<file path="src/rtl/iiea_pkg.sv">
// Shared types and constants for the indexed insert/erase array.
package iiea_pkg;

    // Fixed field widths of the request and response transactions.
    localparam int DATA_W = 32;
    localparam int IDX_W  = 5;
    localparam int KIND_W = 2;
    localparam int STS_W  = 2;
    localparam int CNT_W  = 5;

    // Request kinds.
    localparam logic [KIND_W-1:0] KIND_READ   = 2'd0;
    localparam logic [KIND_W-1:0] KIND_INSERT = 2'd1;
    localparam logic [KIND_W-1:0] KIND_ERASE  = 2'd2;

    // Response status codes.
    localparam logic [STS_W-1:0] ST_OK    = 2'd0;
    localparam logic [STS_W-1:0] ST_RANGE = 2'd1;
    localparam logic [STS_W-1:0] ST_FULL  = 2'd2;
    localparam logic [STS_W-1:0] ST_EMPTY = 2'd3;

    // Word returned by a failed read.
    localparam logic signed [DATA_W-1:0] RD_FAIL = -32'sd1;

    // Commands from the controller to the datapath.
    typedef struct packed {
        logic accept;    // latch and decode the request transaction
        logic step;      // move one entry per cycle through the RAM
        logic commit;    // final write, count update, build the result
        logic load_out;  // move the result into the output register
    } t_ctrl_cmd;

    // Status from the datapath to the controller.
    typedef struct packed {
        logic busy;      // entries still moving
        logic out_free;  // output register can take a result this cycle
    } t_dp_sts;

endpackage

</file>
<file path="src/rtl/iiea_stream_if.sv">
// Request and response channel interfaces with valid/ready handshake.
interface iiea_req_if;
    import iiea_pkg::*;

    logic                     valid;
    logic                     ready;
    logic [KIND_W-1:0]        kind;
    logic [IDX_W-1:0]         index;
    logic signed [DATA_W-1:0] write_data;

    modport source (output valid, output kind, output index, output write_data, input ready);
    modport sink   (input valid, input kind, input index, input write_data, output ready);
endinterface

interface iiea_rsp_if;
    import iiea_pkg::*;

    logic                     valid;
    logic                     ready;
    logic signed [DATA_W-1:0] read_data;
    logic [STS_W-1:0]         status;
    logic [CNT_W-1:0]         entry_count;

    modport source (output valid, output read_data, output status, output entry_count,
                    input ready);
    modport sink   (input valid, input read_data, input status, input entry_count,
                    output ready);
endinterface

</file>
<file path="src/rtl/indexed_insert_erase_array_top.sv">
// Top level of the indexed insert/erase array.
// An ordered list of up to DEPTH signed 32-bit words kept packed at positions
// 0 to count-1 in one RAM with a write port and a registered read port. Each
// request transaction reads, inserts before, or erases at an index and yields
// exactly one response transaction with the read word (-1 on a failed read,
// zero for other kinds), a status (ok, out of range, full, empty) and the
// count after the request; a failed request changes nothing. One request is
// handled at a time: the next request is accepted only after the response to
// the last one has been loaded into the output register. An insert or erase
// moves M entries, M being count - index for an insert and count - index - 1
// for an erase; the RAM moves one entry per cycle, and each moved entry is
// written in the cycle after its read.
// A stalled response holds the controller until the output register is free.
// The reported count is the low 5 bits of the stored count.
module indexed_insert_erase_array_top #(
    parameter int DEPTH = 16
) (
    input  logic         i_clk,
    input  logic         i_rst_n,
    iiea_req_if.sink     i_req,
    iiea_rsp_if.source   o_rsp
);
    import iiea_pkg::*;

    t_ctrl_cmd cmd;
    t_dp_sts   sts;

    // Request sequencing.
    iiea_ctrl u_ctrl (
        .i_clk      (i_clk),
        .i_rst_n    (i_rst_n),
        .i_in_valid (i_req.valid),
        .i_sts      (sts),
        .o_in_ready (i_req.ready),
        .o_cmd      (cmd)
    );

    // Storage, decode and response register.
    iiea_datapath #(
        .DEPTH (DEPTH)
    ) u_dp (
        .i_clk         (i_clk),
        .i_rst_n       (i_rst_n),
        .i_cmd         (cmd),
        .i_kind        (i_req.kind),
        .i_index       (i_req.index),
        .i_write_data  (i_req.write_data),
        .i_out_ready   (o_rsp.ready),
        .o_sts         (sts),
        .o_out_valid   (o_rsp.valid),
        .o_read_data   (o_rsp.read_data),
        .o_status      (o_rsp.status),
        .o_entry_count (o_rsp.entry_count)
    );

`ifndef SYNTHESIS
    // After a request is taken, no further request is taken until it is done.
    a_one_at_a_time: assert property (@(posedge i_clk) disable iff (!i_rst_n)
        (i_req.valid && i_req.ready) |=> !i_req.ready)
        else $error("request accepted while another is in progress");

    // A result is loaded only when the output register can take it.
    a_load_when_free: assert property (@(posedge i_clk) disable iff (!i_rst_n)
        cmd.load_out |-> sts.out_free)
        else $error("result loaded over a pending response");

    // Controller commands are mutually exclusive.
    a_cmd_onehot: assert property (@(posedge i_clk) disable iff (!i_rst_n)
        $onehot0({cmd.accept, cmd.step, cmd.commit, cmd.load_out}))
        else $error("more than one controller command at once");

    // Once the moves are finished the request is committed in the next cycle.
    a_commit_after_moves: assert property (@(posedge i_clk) disable iff (!i_rst_n)
        (cmd.step && !sts.busy) |=> cmd.commit)
        else $error("request not committed after the moves finished");
`endif
endmodule

</file>
<file path="src/rtl/iiea_ram.sv">
// Generic simple dual-port RAM with one write port and a registered read port.
module iiea_ram #(
    parameter int WIDTH = 32,
    parameter int DEPTH = 16
) (
    input  logic                     i_clk,
    input  logic                     i_we,
    input  logic [$clog2(DEPTH)-1:0] i_waddr,
    input  logic [WIDTH-1:0]         i_wdata,
    input  logic                     i_re,
    input  logic [$clog2(DEPTH)-1:0] i_raddr,
    output logic [WIDTH-1:0]         o_rdata
);
    logic [WIDTH-1:0] r_mem [DEPTH];
    logic [WIDTH-1:0] r_rdata;

    // Write port.
    always_ff @(posedge i_clk) begin
        if (i_we) begin
            r_mem[i_waddr] <= i_wdata;
        end
    end

    // Read port; the data holds until the next enabled read.
    always_ff @(posedge i_clk) begin
        if (i_re) begin
            r_rdata <= r_mem[i_raddr];
        end
    end

    assign o_rdata = r_rdata;
endmodule

</file>
<file path="src/rtl/iiea_ctrl.sv">
// Controller state machine that sequences one request through the datapath.
module iiea_ctrl (
    input  logic                  i_clk,
    input  logic                  i_rst_n,
    input  logic                  i_in_valid,
    input  iiea_pkg::t_dp_sts     i_sts,
    output logic                  o_in_ready,
    output iiea_pkg::t_ctrl_cmd   o_cmd
);
    import iiea_pkg::*;

    localparam logic [1:0] S_IDLE   = 2'd0;
    localparam logic [1:0] S_WORK   = 2'd1;
    localparam logic [1:0] S_FINISH = 2'd2;
    localparam logic [1:0] S_RESP   = 2'd3;

    logic [1:0] r_state;
    logic [1:0] n_state;

    // Next state and command decode.
    always_comb begin
        n_state = r_state;
        o_cmd   = '0;
        unique case (r_state)
            S_IDLE: begin
                if (i_in_valid) begin
                    o_cmd.accept = 1'b1;
                    n_state      = S_WORK;
                end
            end
            S_WORK: begin
                o_cmd.step = 1'b1;
                if (!i_sts.busy) begin
                    n_state = S_FINISH;
                end
            end
            S_FINISH: begin
                o_cmd.commit = 1'b1;
                n_state      = S_RESP;
            end
            S_RESP: begin
                if (i_sts.out_free) begin
                    o_cmd.load_out = 1'b1;
                    n_state        = S_IDLE;
                end
            end
            default: begin
                n_state = S_IDLE;
            end
        endcase
    end

    assign o_in_ready = (r_state == S_IDLE);

    // State register.
    always_ff @(posedge i_clk) begin
        if (!i_rst_n) begin
            r_state <= S_IDLE;
        end else begin
            r_state <= n_state;
        end
    end
endmodule

</file>
<file path="src/rtl/iiea_datapath.sv">
// Datapath: request decode, entry RAM with shift sequencing, count and output register.
module iiea_datapath #(
    parameter int DEPTH = 16
) (
    input  logic                                   i_clk,
    input  logic                                   i_rst_n,
    input  iiea_pkg::t_ctrl_cmd                    i_cmd,
    input  logic [iiea_pkg::KIND_W-1:0]            i_kind,
    input  logic [iiea_pkg::IDX_W-1:0]             i_index,
    input  logic signed [iiea_pkg::DATA_W-1:0]     i_write_data,
    input  logic                                   i_out_ready,
    output iiea_pkg::t_dp_sts                      o_sts,
    output logic                                   o_out_valid,
    output logic signed [iiea_pkg::DATA_W-1:0]     o_read_data,
    output logic [iiea_pkg::STS_W-1:0]             o_status,
    output logic [iiea_pkg::CNT_W-1:0]             o_entry_count
);
    import iiea_pkg::*;

    localparam int AW = $clog2(DEPTH);
    localparam int CW = $clog2(DEPTH + 1);
    localparam int XW = (CW > IDX_W) ? CW : IDX_W;

    // Request and sequencing registers.
    logic [CW-1:0]             r_count;
    logic [KIND_W-1:0]         r_kind;
    logic [AW-1:0]             r_idx;
    logic signed [DATA_W-1:0]  r_wdata;
    logic [STS_W-1:0]          r_status;
    logic                      r_ok;
    logic [CW-1:0]             r_left;
    logic [AW-1:0]             r_rd_addr;
    logic [AW-1:0]             r_wr_addr;
    logic                      r_wr_pend;

    // Pending result and output register.
    logic signed [DATA_W-1:0]  r_res_rdata;
    logic [STS_W-1:0]          r_res_status;
    logic [CNT_W-1:0]          r_res_count;
    logic                      r_out_valid;
    logic signed [DATA_W-1:0]  r_out_rdata;
    logic [STS_W-1:0]          r_out_status;
    logic [CNT_W-1:0]          r_out_count;

    // Decode of the incoming request.
    logic [XW-1:0]     ix_x;
    logic [XW-1:0]     cnt_x;
    logic [STS_W-1:0]  dec_status;
    logic [CW-1:0]     dec_left;
    logic [AW-1:0]     dec_rd_addr;
    logic              dec_ok;

    // RAM ports.
    logic                     ram_we;
    logic [AW-1:0]            ram_waddr;
    logic [DATA_W-1:0]        ram_wdata;
    logic                     ram_re;
    logic [AW-1:0]            ram_raddr;
    logic [DATA_W-1:0]        ram_rdata;
    logic                     step_rd;
    logic [CW-1:0]            n_count;

    assign ix_x  = XW'(i_index);
    assign cnt_x = XW'(r_count);

    // Classify the request against the current count.
    always_comb begin
        dec_status  = ST_OK;
        dec_left    = '0;
        dec_rd_addr = AW'(ix_x);
        unique case (i_kind)
            KIND_READ: begin
                if (r_count == '0) begin
                    dec_status = ST_EMPTY;
                end else if (ix_x >= cnt_x) begin
                    dec_status = ST_RANGE;
                end
            end
            KIND_INSERT: begin
                if (cnt_x >= XW'(DEPTH)) begin
                    dec_status = ST_FULL;
                end else if (ix_x > cnt_x) begin
                    dec_status = ST_RANGE;
                end else begin
                    dec_left    = CW'(cnt_x - ix_x);
                    dec_rd_addr = AW'(cnt_x - XW'(1));
                end
            end
            KIND_ERASE: begin
                if (r_count == '0) begin
                    dec_status = ST_EMPTY;
                end else if (ix_x >= cnt_x) begin
                    dec_status = ST_RANGE;
                end else begin
                    dec_left    = CW'(cnt_x - ix_x - XW'(1));
                    dec_rd_addr = AW'(ix_x + XW'(1));
                end
            end
            default: begin
                dec_status = ST_RANGE;
            end
        endcase
    end

    assign dec_ok = (dec_status == ST_OK);

    // Latch the request and set up the entry moves.
    always_ff @(posedge i_clk) begin
        if (i_cmd.accept) begin
            r_kind    <= i_kind;
            r_idx     <= AW'(ix_x);
            r_wdata   <= i_write_data;
            r_status  <= dec_status;
            r_ok      <= dec_ok;
            r_rd_addr <= dec_rd_addr;
        end else if (step_rd) begin
            r_rd_addr <= (r_kind == KIND_INSERT) ? r_rd_addr - AW'(1) : r_rd_addr + AW'(1);
        end
    end

    // Move counter and pending write, one entry per cycle.
    assign step_rd = i_cmd.step && (r_left != '0);

    always_ff @(posedge i_clk) begin
        if (!i_rst_n) begin
            r_left    <= '0;
            r_wr_pend <= 1'b0;
        end else if (i_cmd.accept) begin
            r_left    <= dec_left;
            r_wr_pend <= 1'b0;
        end else if (i_cmd.step) begin
            r_left    <= step_rd ? r_left - CW'(1) : r_left;
            r_wr_pend <= step_rd;
        end
    end

    always_ff @(posedge i_clk) begin
        if (step_rd) begin
            r_wr_addr <= (r_kind == KIND_INSERT) ? r_rd_addr + AW'(1) : r_rd_addr - AW'(1);
        end
    end

    // RAM port selection: the read serves a read request or a move,
    // the write serves a move or the final insert.
    assign ram_re    = (i_cmd.accept && dec_ok && (i_kind == KIND_READ)) || step_rd;
    assign ram_raddr = i_cmd.accept ? AW'(ix_x) : r_rd_addr;

    always_comb begin
        ram_we    = 1'b0;
        ram_waddr = r_wr_addr;
        ram_wdata = ram_rdata;
        if (i_cmd.commit) begin
            ram_we    = r_ok && (r_kind == KIND_INSERT);
            ram_waddr = r_idx;
            ram_wdata = r_wdata;
        end else if (i_cmd.step) begin
            ram_we = r_wr_pend;
        end
    end

    iiea_ram #(
        .WIDTH (DATA_W),
        .DEPTH (DEPTH)
    ) u_ram (
        .i_clk   (i_clk),
        .i_we    (ram_we),
        .i_waddr (ram_waddr),
        .i_wdata (ram_wdata),
        .i_re    (ram_re),
        .i_raddr (ram_raddr),
        .o_rdata (ram_rdata)
    );

    // Count after a successful insert or erase.
    always_comb begin
        n_count = r_count;
        if (r_ok && (r_kind == KIND_INSERT)) begin
            n_count = r_count + CW'(1);
        end else if (r_ok && (r_kind == KIND_ERASE)) begin
            n_count = r_count - CW'(1);
        end
    end

    always_ff @(posedge i_clk) begin
        if (!i_rst_n) begin
            r_count <= '0;
        end else if (i_cmd.commit) begin
            r_count <= n_count;
        end
    end

    // Build the result of the request.
    always_ff @(posedge i_clk) begin
        if (i_cmd.commit) begin
            if (r_kind == KIND_READ) begin
                r_res_rdata <= r_ok ? $signed(ram_rdata) : RD_FAIL;
            end else begin
                r_res_rdata <= '0;
            end
            r_res_status <= r_status;
            r_res_count  <= CNT_W'(n_count);
        end
    end

    // Output register; it is free when empty or being drained.
    always_ff @(posedge i_clk) begin
        if (!i_rst_n) begin
            r_out_valid <= 1'b0;
        end else if (i_cmd.load_out) begin
            r_out_valid <= 1'b1;
        end else if (i_out_ready) begin
            r_out_valid <= 1'b0;
        end
    end

    always_ff @(posedge i_clk) begin
        if (i_cmd.load_out) begin
            r_out_rdata  <= r_res_rdata;
            r_out_status <= r_res_status;
            r_out_count  <= r_res_count;
        end
    end

    assign o_sts.busy     = (r_left != '0) || r_wr_pend;
    assign o_sts.out_free = !r_out_valid || i_out_ready;
    assign o_out_valid    = r_out_valid;
    assign o_read_data    = r_out_rdata;
    assign o_status       = r_out_status;
    assign o_entry_count  = r_out_count;
endmodule

</file>
<file path="src/flat_wrapper.sv">
// flat-port wrapper written by rule: the top's interface ports become plain ports
module indexed_insert_erase_array_top_flat import iiea_pkg::*;
#(
    parameter int DEPTH = 16
)
  (i_clk, i_rst_n, i_req_valid, i_req_kind, i_req_index, i_req_write_data, i_req_ready, o_rsp_valid, o_rsp_read_data, o_rsp_status, o_rsp_entry_count, o_rsp_ready);
  iiea_req_if i_req_i ();
  iiea_rsp_if o_rsp_i ();
  input  logic i_clk;
  input  logic i_rst_n;
  input wire logic [$bits(i_req_i.valid)-1:0] i_req_valid;
  input wire logic [$bits(i_req_i.kind)-1:0] i_req_kind;
  input wire logic [$bits(i_req_i.index)-1:0] i_req_index;
  input wire logic [$bits(i_req_i.write_data)-1:0] i_req_write_data;
  output wire logic [$bits(i_req_i.ready)-1:0] i_req_ready;
  output wire logic [$bits(o_rsp_i.valid)-1:0] o_rsp_valid;
  output wire logic [$bits(o_rsp_i.read_data)-1:0] o_rsp_read_data;
  output wire logic [$bits(o_rsp_i.status)-1:0] o_rsp_status;
  output wire logic [$bits(o_rsp_i.entry_count)-1:0] o_rsp_entry_count;
  input wire logic [$bits(o_rsp_i.ready)-1:0] o_rsp_ready;
  assign i_req_i.valid = i_req_valid;
  assign i_req_i.kind = i_req_kind;
  assign i_req_i.index = i_req_index;
  assign i_req_i.write_data = i_req_write_data;
  assign i_req_ready = i_req_i.ready;
  assign o_rsp_valid = o_rsp_i.valid;
  assign o_rsp_read_data = o_rsp_i.read_data;
  assign o_rsp_status = o_rsp_i.status;
  assign o_rsp_entry_count = o_rsp_i.entry_count;
  assign o_rsp_i.ready = o_rsp_ready;
  indexed_insert_erase_array_top #(.DEPTH(DEPTH)) u_core (.i_clk(i_clk), .i_rst_n(i_rst_n), .i_req(i_req_i), .o_rsp(o_rsp_i));
endmodule
</file>
<file path="config.mk">
export PLATFORM = sky130hd
export DESIGN_NAME = indexed_insert_erase_array_top_flat
export DESIGN_NICKNAME = d
export VERILOG_FILES = /design/src/rtl/iiea_pkg.sv /design/src/rtl/iiea_stream_if.sv /design/src/rtl/indexed_insert_erase_array_top.sv /design/src/rtl/iiea_ram.sv /design/src/rtl/iiea_ctrl.sv /design/src/rtl/iiea_datapath.sv /design/src/flat_wrapper.sv
export SDC_FILE = /design/constraint.sdc
export NUM_CORES = 1
export LEC_CHECK = 0
export BUFFER_PORTS_ARGS = -buffer_cell sky130_fd_sc_hd__buf_4
export CAP_MARGIN = 20
export CORE_ASPECT_RATIO = 1.4
export CORE_MARGIN = 3
export CORE_UTILIZATION = 46
export CTS_BUF_LIST = sky130_fd_sc_hd__clkbuf_8
export DETAILED_ROUTE_END_ITERATION = 12
export GPL_TIMING_DRIVEN = 0
export RECOVER_POWER = 100
export SLEW_MARGIN = 0
export SYNTH_ARGS = -nofsm -noshare
export SYNTH_HDL_FRONTEND = slang
export SYNTH_HIERARCHICAL = 1
export SYNTH_SLANG_ARGS = --single-unit
export TNS_END_PERCENT = 30
</file>
<file path="constraint.sdc">
create_clock -name i_clk -period 6.9 [get_ports i_clk]
set_input_delay 0.69 -clock i_clk [delete_from_list [all_inputs] [get_ports i_clk]]
set_output_delay 0.69 -clock i_clk [all_outputs]
set_load 0.02 [all_outputs]
</file>
==> impl_metrics.env <==
export IMPL_synth_seq_cells=685
export IMPL_crit_slowest_cell="nor2_1"
export IMPL_io_buffers=83
export IMPL_vias=14049
export IMPL_fill_cells=4592
export IMPL_netlist_instances=1367
export IMPL_cts_tree="done"
export IMPL_drive_gt1_frac=0.2061
export IMPL_cts_htree_levels=3
export IMPL_arrival_ns=6.10
export IMPL_grt_pass1_wl_microns=94320
export IMPL_placedCellCount=2250
export IMPL_synth_cell_area_sq_um=26540
export IMPL_max_freq_ghz=0.1744
export IMPL_critPathMaxStageDelay_ns=1.55
export IMPL_crit_type="flop to flop"
export IMPL_cts_setup_buffers=0
export IMPL_numCtsBuffers=102
export IMPL_wl_per_cell_microns=26.30
export IMPL_hold_viol=0
export IMPL_tightest_slew_ns=1.987
export IMPL_syn2layout_area_growth_pct=14.36
export IMPL_holdPathStages=1
export IMPL_clock_skew_ns=0.04057
export IMPL_period_needed_ns=5.734
export IMPL_fp_row_count=103
export IMPL_final_seq_area_sq_um=20430
export IMPL_synth_edf_count=671
export IMPL_crit_family="simple AND/OR/NAND/NOR gates"
export IMPL_reg2regPathDepth=10
export IMPL_clk_path_buf_depth=3
export IMPL_peakVddDrop_v=0.0001837
export IMPL_setup_violations=0
export IMPL_path_depth=10
export IMPL_clkSinkCount=685
export IMPL_multi_input_area_sq_um=5615
export IMPL_antenna_left=0
export IMPL_holdWs_ns=0.1808
export IMPL_cts_hold_buf=0
export IMPL_status="finished, violations left"
export IMPL_routed_via_density=5.772
export IMPL_grt_max_degree=44
export IMPL_worstSetupStartpointType="flop"
export IMPL_setup_slack_ns=1.166
export IMPL_utilization=0.5352
export IMPL_routabilityCongestion=0.7993
export IMPL_yosys_warnings=6
export IMPL_cp_required_ns=7.27
export IMPL_drt_wl_total_microns=64030
export IMPL_max_slew_margin=-0.3294
export IMPL_start_util=0.4680
export IMPL_cts_resized=0
export IMPL_place_hpwl_microns=41200
export IMPL_synth_cell_types=60
export IMPL_grt_overflow_total=0
export IMPL_stdcell_count=2434
export IMPL_cts_clk_slew_worst_paths_ns=0.06
export IMPL_cellLeakagePower_nw=9.908
export IMPL_crit_chain="inv_1 > ha_1 > buf_12 > clkbuf_1 > clkbuf_1 > nand3_1 > o21ai_0 > nand3b_1 > nor2_1 > buf_12"
export IMPL_dp_slack_ns=2.037
export IMPL_min_path_type="input port to flop"
export IMPL_nets=1685
export IMPL_fp_dieW_microns=209
export IMPL_synthArstFlopShare=0
export IMPL_critPathCaptureType="flop"
export IMPL_seq_area_frac_synth=0.7698
export IMPL_syn_num_nets=1433
export IMPL_maxSlewViolCount=159
export IMPL_track_usage=0.2114
export IMPL_synth_ff_type="edfxtp_1"
export IMPL_drt_initial_drc_count=1180
export IMPL_antenna_found_initial=1
export IMPL_core_area_sq_um=56700
export IMPL_clockRootBuffer="clkbuf_8"
export IMPL_dr_pass1_iters=7
export IMPL_fin_crit_sh=0.8309
export IMPL_crit_path_max_fanout=26
export IMPL_drc=0
export IMPL_p_total_mw=12.31
export IMPL_grt_pass1_vias=14691
export IMPL_power_density_nw_per_um2=405.6
export IMPL_violations="max-capacitance violations, max-slew violations"
export IMPL_io_pins=84
export IMPL_drv_cap=12
export IMPL_critPathBufInv=5
export IMPL_die_h_microns=290.2
export IMPL_syn_area_per_cell_sq_um=19.41
export IMPL_die_area_sq_um=60650
export IMPL_clock_latency_ns=0.71
export IMPL_rsz0062_at_grt="false"
==> final cells by class <==
class,count,area share
repair buffers,148,0.03323
multi-input cells,560,0.1850
diodes,1,0.00008245
inverters,57,0.007050
clock buffers,102,0.04626
well taps,735,0.03030
plain buffers,65,0.009606
clock inverters,81,0.01530
flip-flops and latches,685,0.6732
==> Yosys cell counts, types with 2 or more instances <==
cell type | count | area (sq um)
nor2b_1 | 5 | 31.28
nand4_1 | 4 | 25.02
ha_1 | 22 | 275.3
and2_1 | 3 | 18.77
or3_1 | 3 | 18.77
nor3_1 | 11 | 55.05
nand3b_1 | 2 | 15.01
xnor2_1 | 14 | 122.6
a21o_2 | 2 | 17.52
inv_1 | 56 | 210.2
o211ai_1 | 3 | 22.52
a211oi_1 | 4 | 30.03
nor2_1 | 35 | 131.4
buf_4 | 10 | 75.07
xor2_1 | 9 | 78.83
mux2_2 | 7 | 78.83
a21oi_1 | 45 | 225.2
a22oi_1 | 64 | 480.5
a311o_1 | 2 | 20.02
a31oi_1 | 3 | 18.77
buf_2 | 11 | 55.05
nand2_1 | 89 | 334.1
mux4_2 | 128 | 2883
buf_1 | 15 | 56.30
clkbuf_1 | 29 | 108.9
a31o_2 | 3 | 26.28
nand2b_1 | 8 | 50.05
and3_1 | 2 | 12.51
mux2i_1 | 9 | 90.09
o21ai_0 | 45 | 225.2
a21oi_2 | 2 | 17.52
nand3_1 | 10 | 50.05
o21a_1 | 2 | 15.01
dfxtp_1 | 14 | 280.3
edfxtp_1 | 671 | 20150
==> metrics by stage <==
step / instance area (sq um) / TNS [ns]
final: 30350 / 0
after CTS: 30870 / 0
after global placement: 28080 / -736.57
after global routing: 30350 / 0
after floorplan: 26540 / 0
after detailed placement: 29000 / 0
==> worst reg2reg max path, stage by stage, from the launching register on <==
cell and delay, ns:
dfxtp_1 0.34, inv_1 0.09, ha_1 1.00, buf_12 0.29, clkbuf_1 0.56, clkbuf_1 0.54
nand3_1 0.19, o21ai_0 0.24, nand3b_1 0.29, nor2_1 1.55, buf_12 0.30
==> routing by layer <==
layer / up-vias / global-route usage / routed length, microns
li1: 6014 / - / -
met1: 7382 / 0.2667 / 24820
met2: 529 / 0.3667 / 33330
met5: - / 0 / 0
met3: 124 / 0.03682 / 3828
met4: 0 / 0.08124 / 2048
==> where the power goes <==
group          switching [mW]  internal [mW]  total [mW]
registers               0.101           5.50        5.60
logic                    2.34           1.30        3.64
clock network            1.53           1.53        3.07
==> cells in the final DEF (no fill, tap or decap), drive strengths merged, types with 5 or more instances in the layout <==
cell type	synthesis	routed
buf	36	50
edfxtp	671	671
xor2	9	9
inv	56	94
nor2b	5	5
nand2b	8	8
mux4	128	128
nand2	89	89
ha	22	22
a21oi	48	48
o21ai	46	46
xnor2	14	14
nand3	11	11
mux2i	9	9
nor3	11	11
mux2	7	7
nor2	35	35
dfxtp	14	14
clkbuf	29	265
clkinv	1	37
a22oi	64	64
==> path summary, 6_finish.rpt <==
| kind | start | end | slack, ns |
|---|---|---|---|
| worst max register to register | u_core/u_ctrl/r_state[0] | u_core/u_dp/u_ram/r_mem[11][15] | 1.17 |
| worst min-delay path | i_req_write_data[3] | u_core/u_dp/r_wdata[3] | 0.18 |
| worst min register to register | u_core/u_dp/r_res_count[1] | u_core/u_dp/o_entry_count[1] | 0.42 |
| worst max-delay path | u_core/u_ctrl/r_state[0] | u_core/u_dp/u_ram/r_mem[11][15] | 1.17 |
==> logic make-up (layout without fill, tap and decap cells) <==
| group | count (synthesis) | in the layout | synth area share |
|---|---|---|---|
| buffers and inverters | 122 | 453 | 0.01919 |
| AND/OR/NAND/NOR | 182 | 182 | 0.03112 |
| multiplexers | 144 | 144 | 0.1150 |
| adder cells (fa/ha/maj) | 23 | 23 | 0.01113 |
| XOR/XNOR | 23 | 23 | 0.007591 |
| other | 0 | 1 | 0 |
| AO/OA/AOI/OAI | 188 | 188 | 0.04620 |
| flip-flops | 685 | 685 | 0.7698 |
==> sequential cells by signal, indices dropped and copies added, names as in the netlist <==
name and flops:
u_core/u_dp/r_wr_addr 4, u_core/u_dp/r_idx 4, u_core/u_dp/r_rd_addr 4, u_core/u_dp/r_res_count 5, u_core/u_dp/o_read_data 32, u_core/u_dp/r_left 5, u_core/u_dp/r_ok 1, u_core/u_dp/o_out_valid 1
u_core/u_dp/r_wdata 32, u_core/u_dp/r_wr_pend 1, u_core/u_dp/r_status 2, u_core/u_dp/u_ram/o_rdata 32, u_core/u_ctrl/r_state 2, u_core/u_dp/u_ram/r_mem 512, u_core/u_dp/o_status 2, u_core/u_dp/o_entry_count 5
u_core/u_dp/cnt_x 5, u_core/u_dp/r_res_rdata 32, u_core/u_dp/r_kind 2, u_core/u_dp/r_res_status 2
No activity file was read; power rests on OpenSTA's default activity.
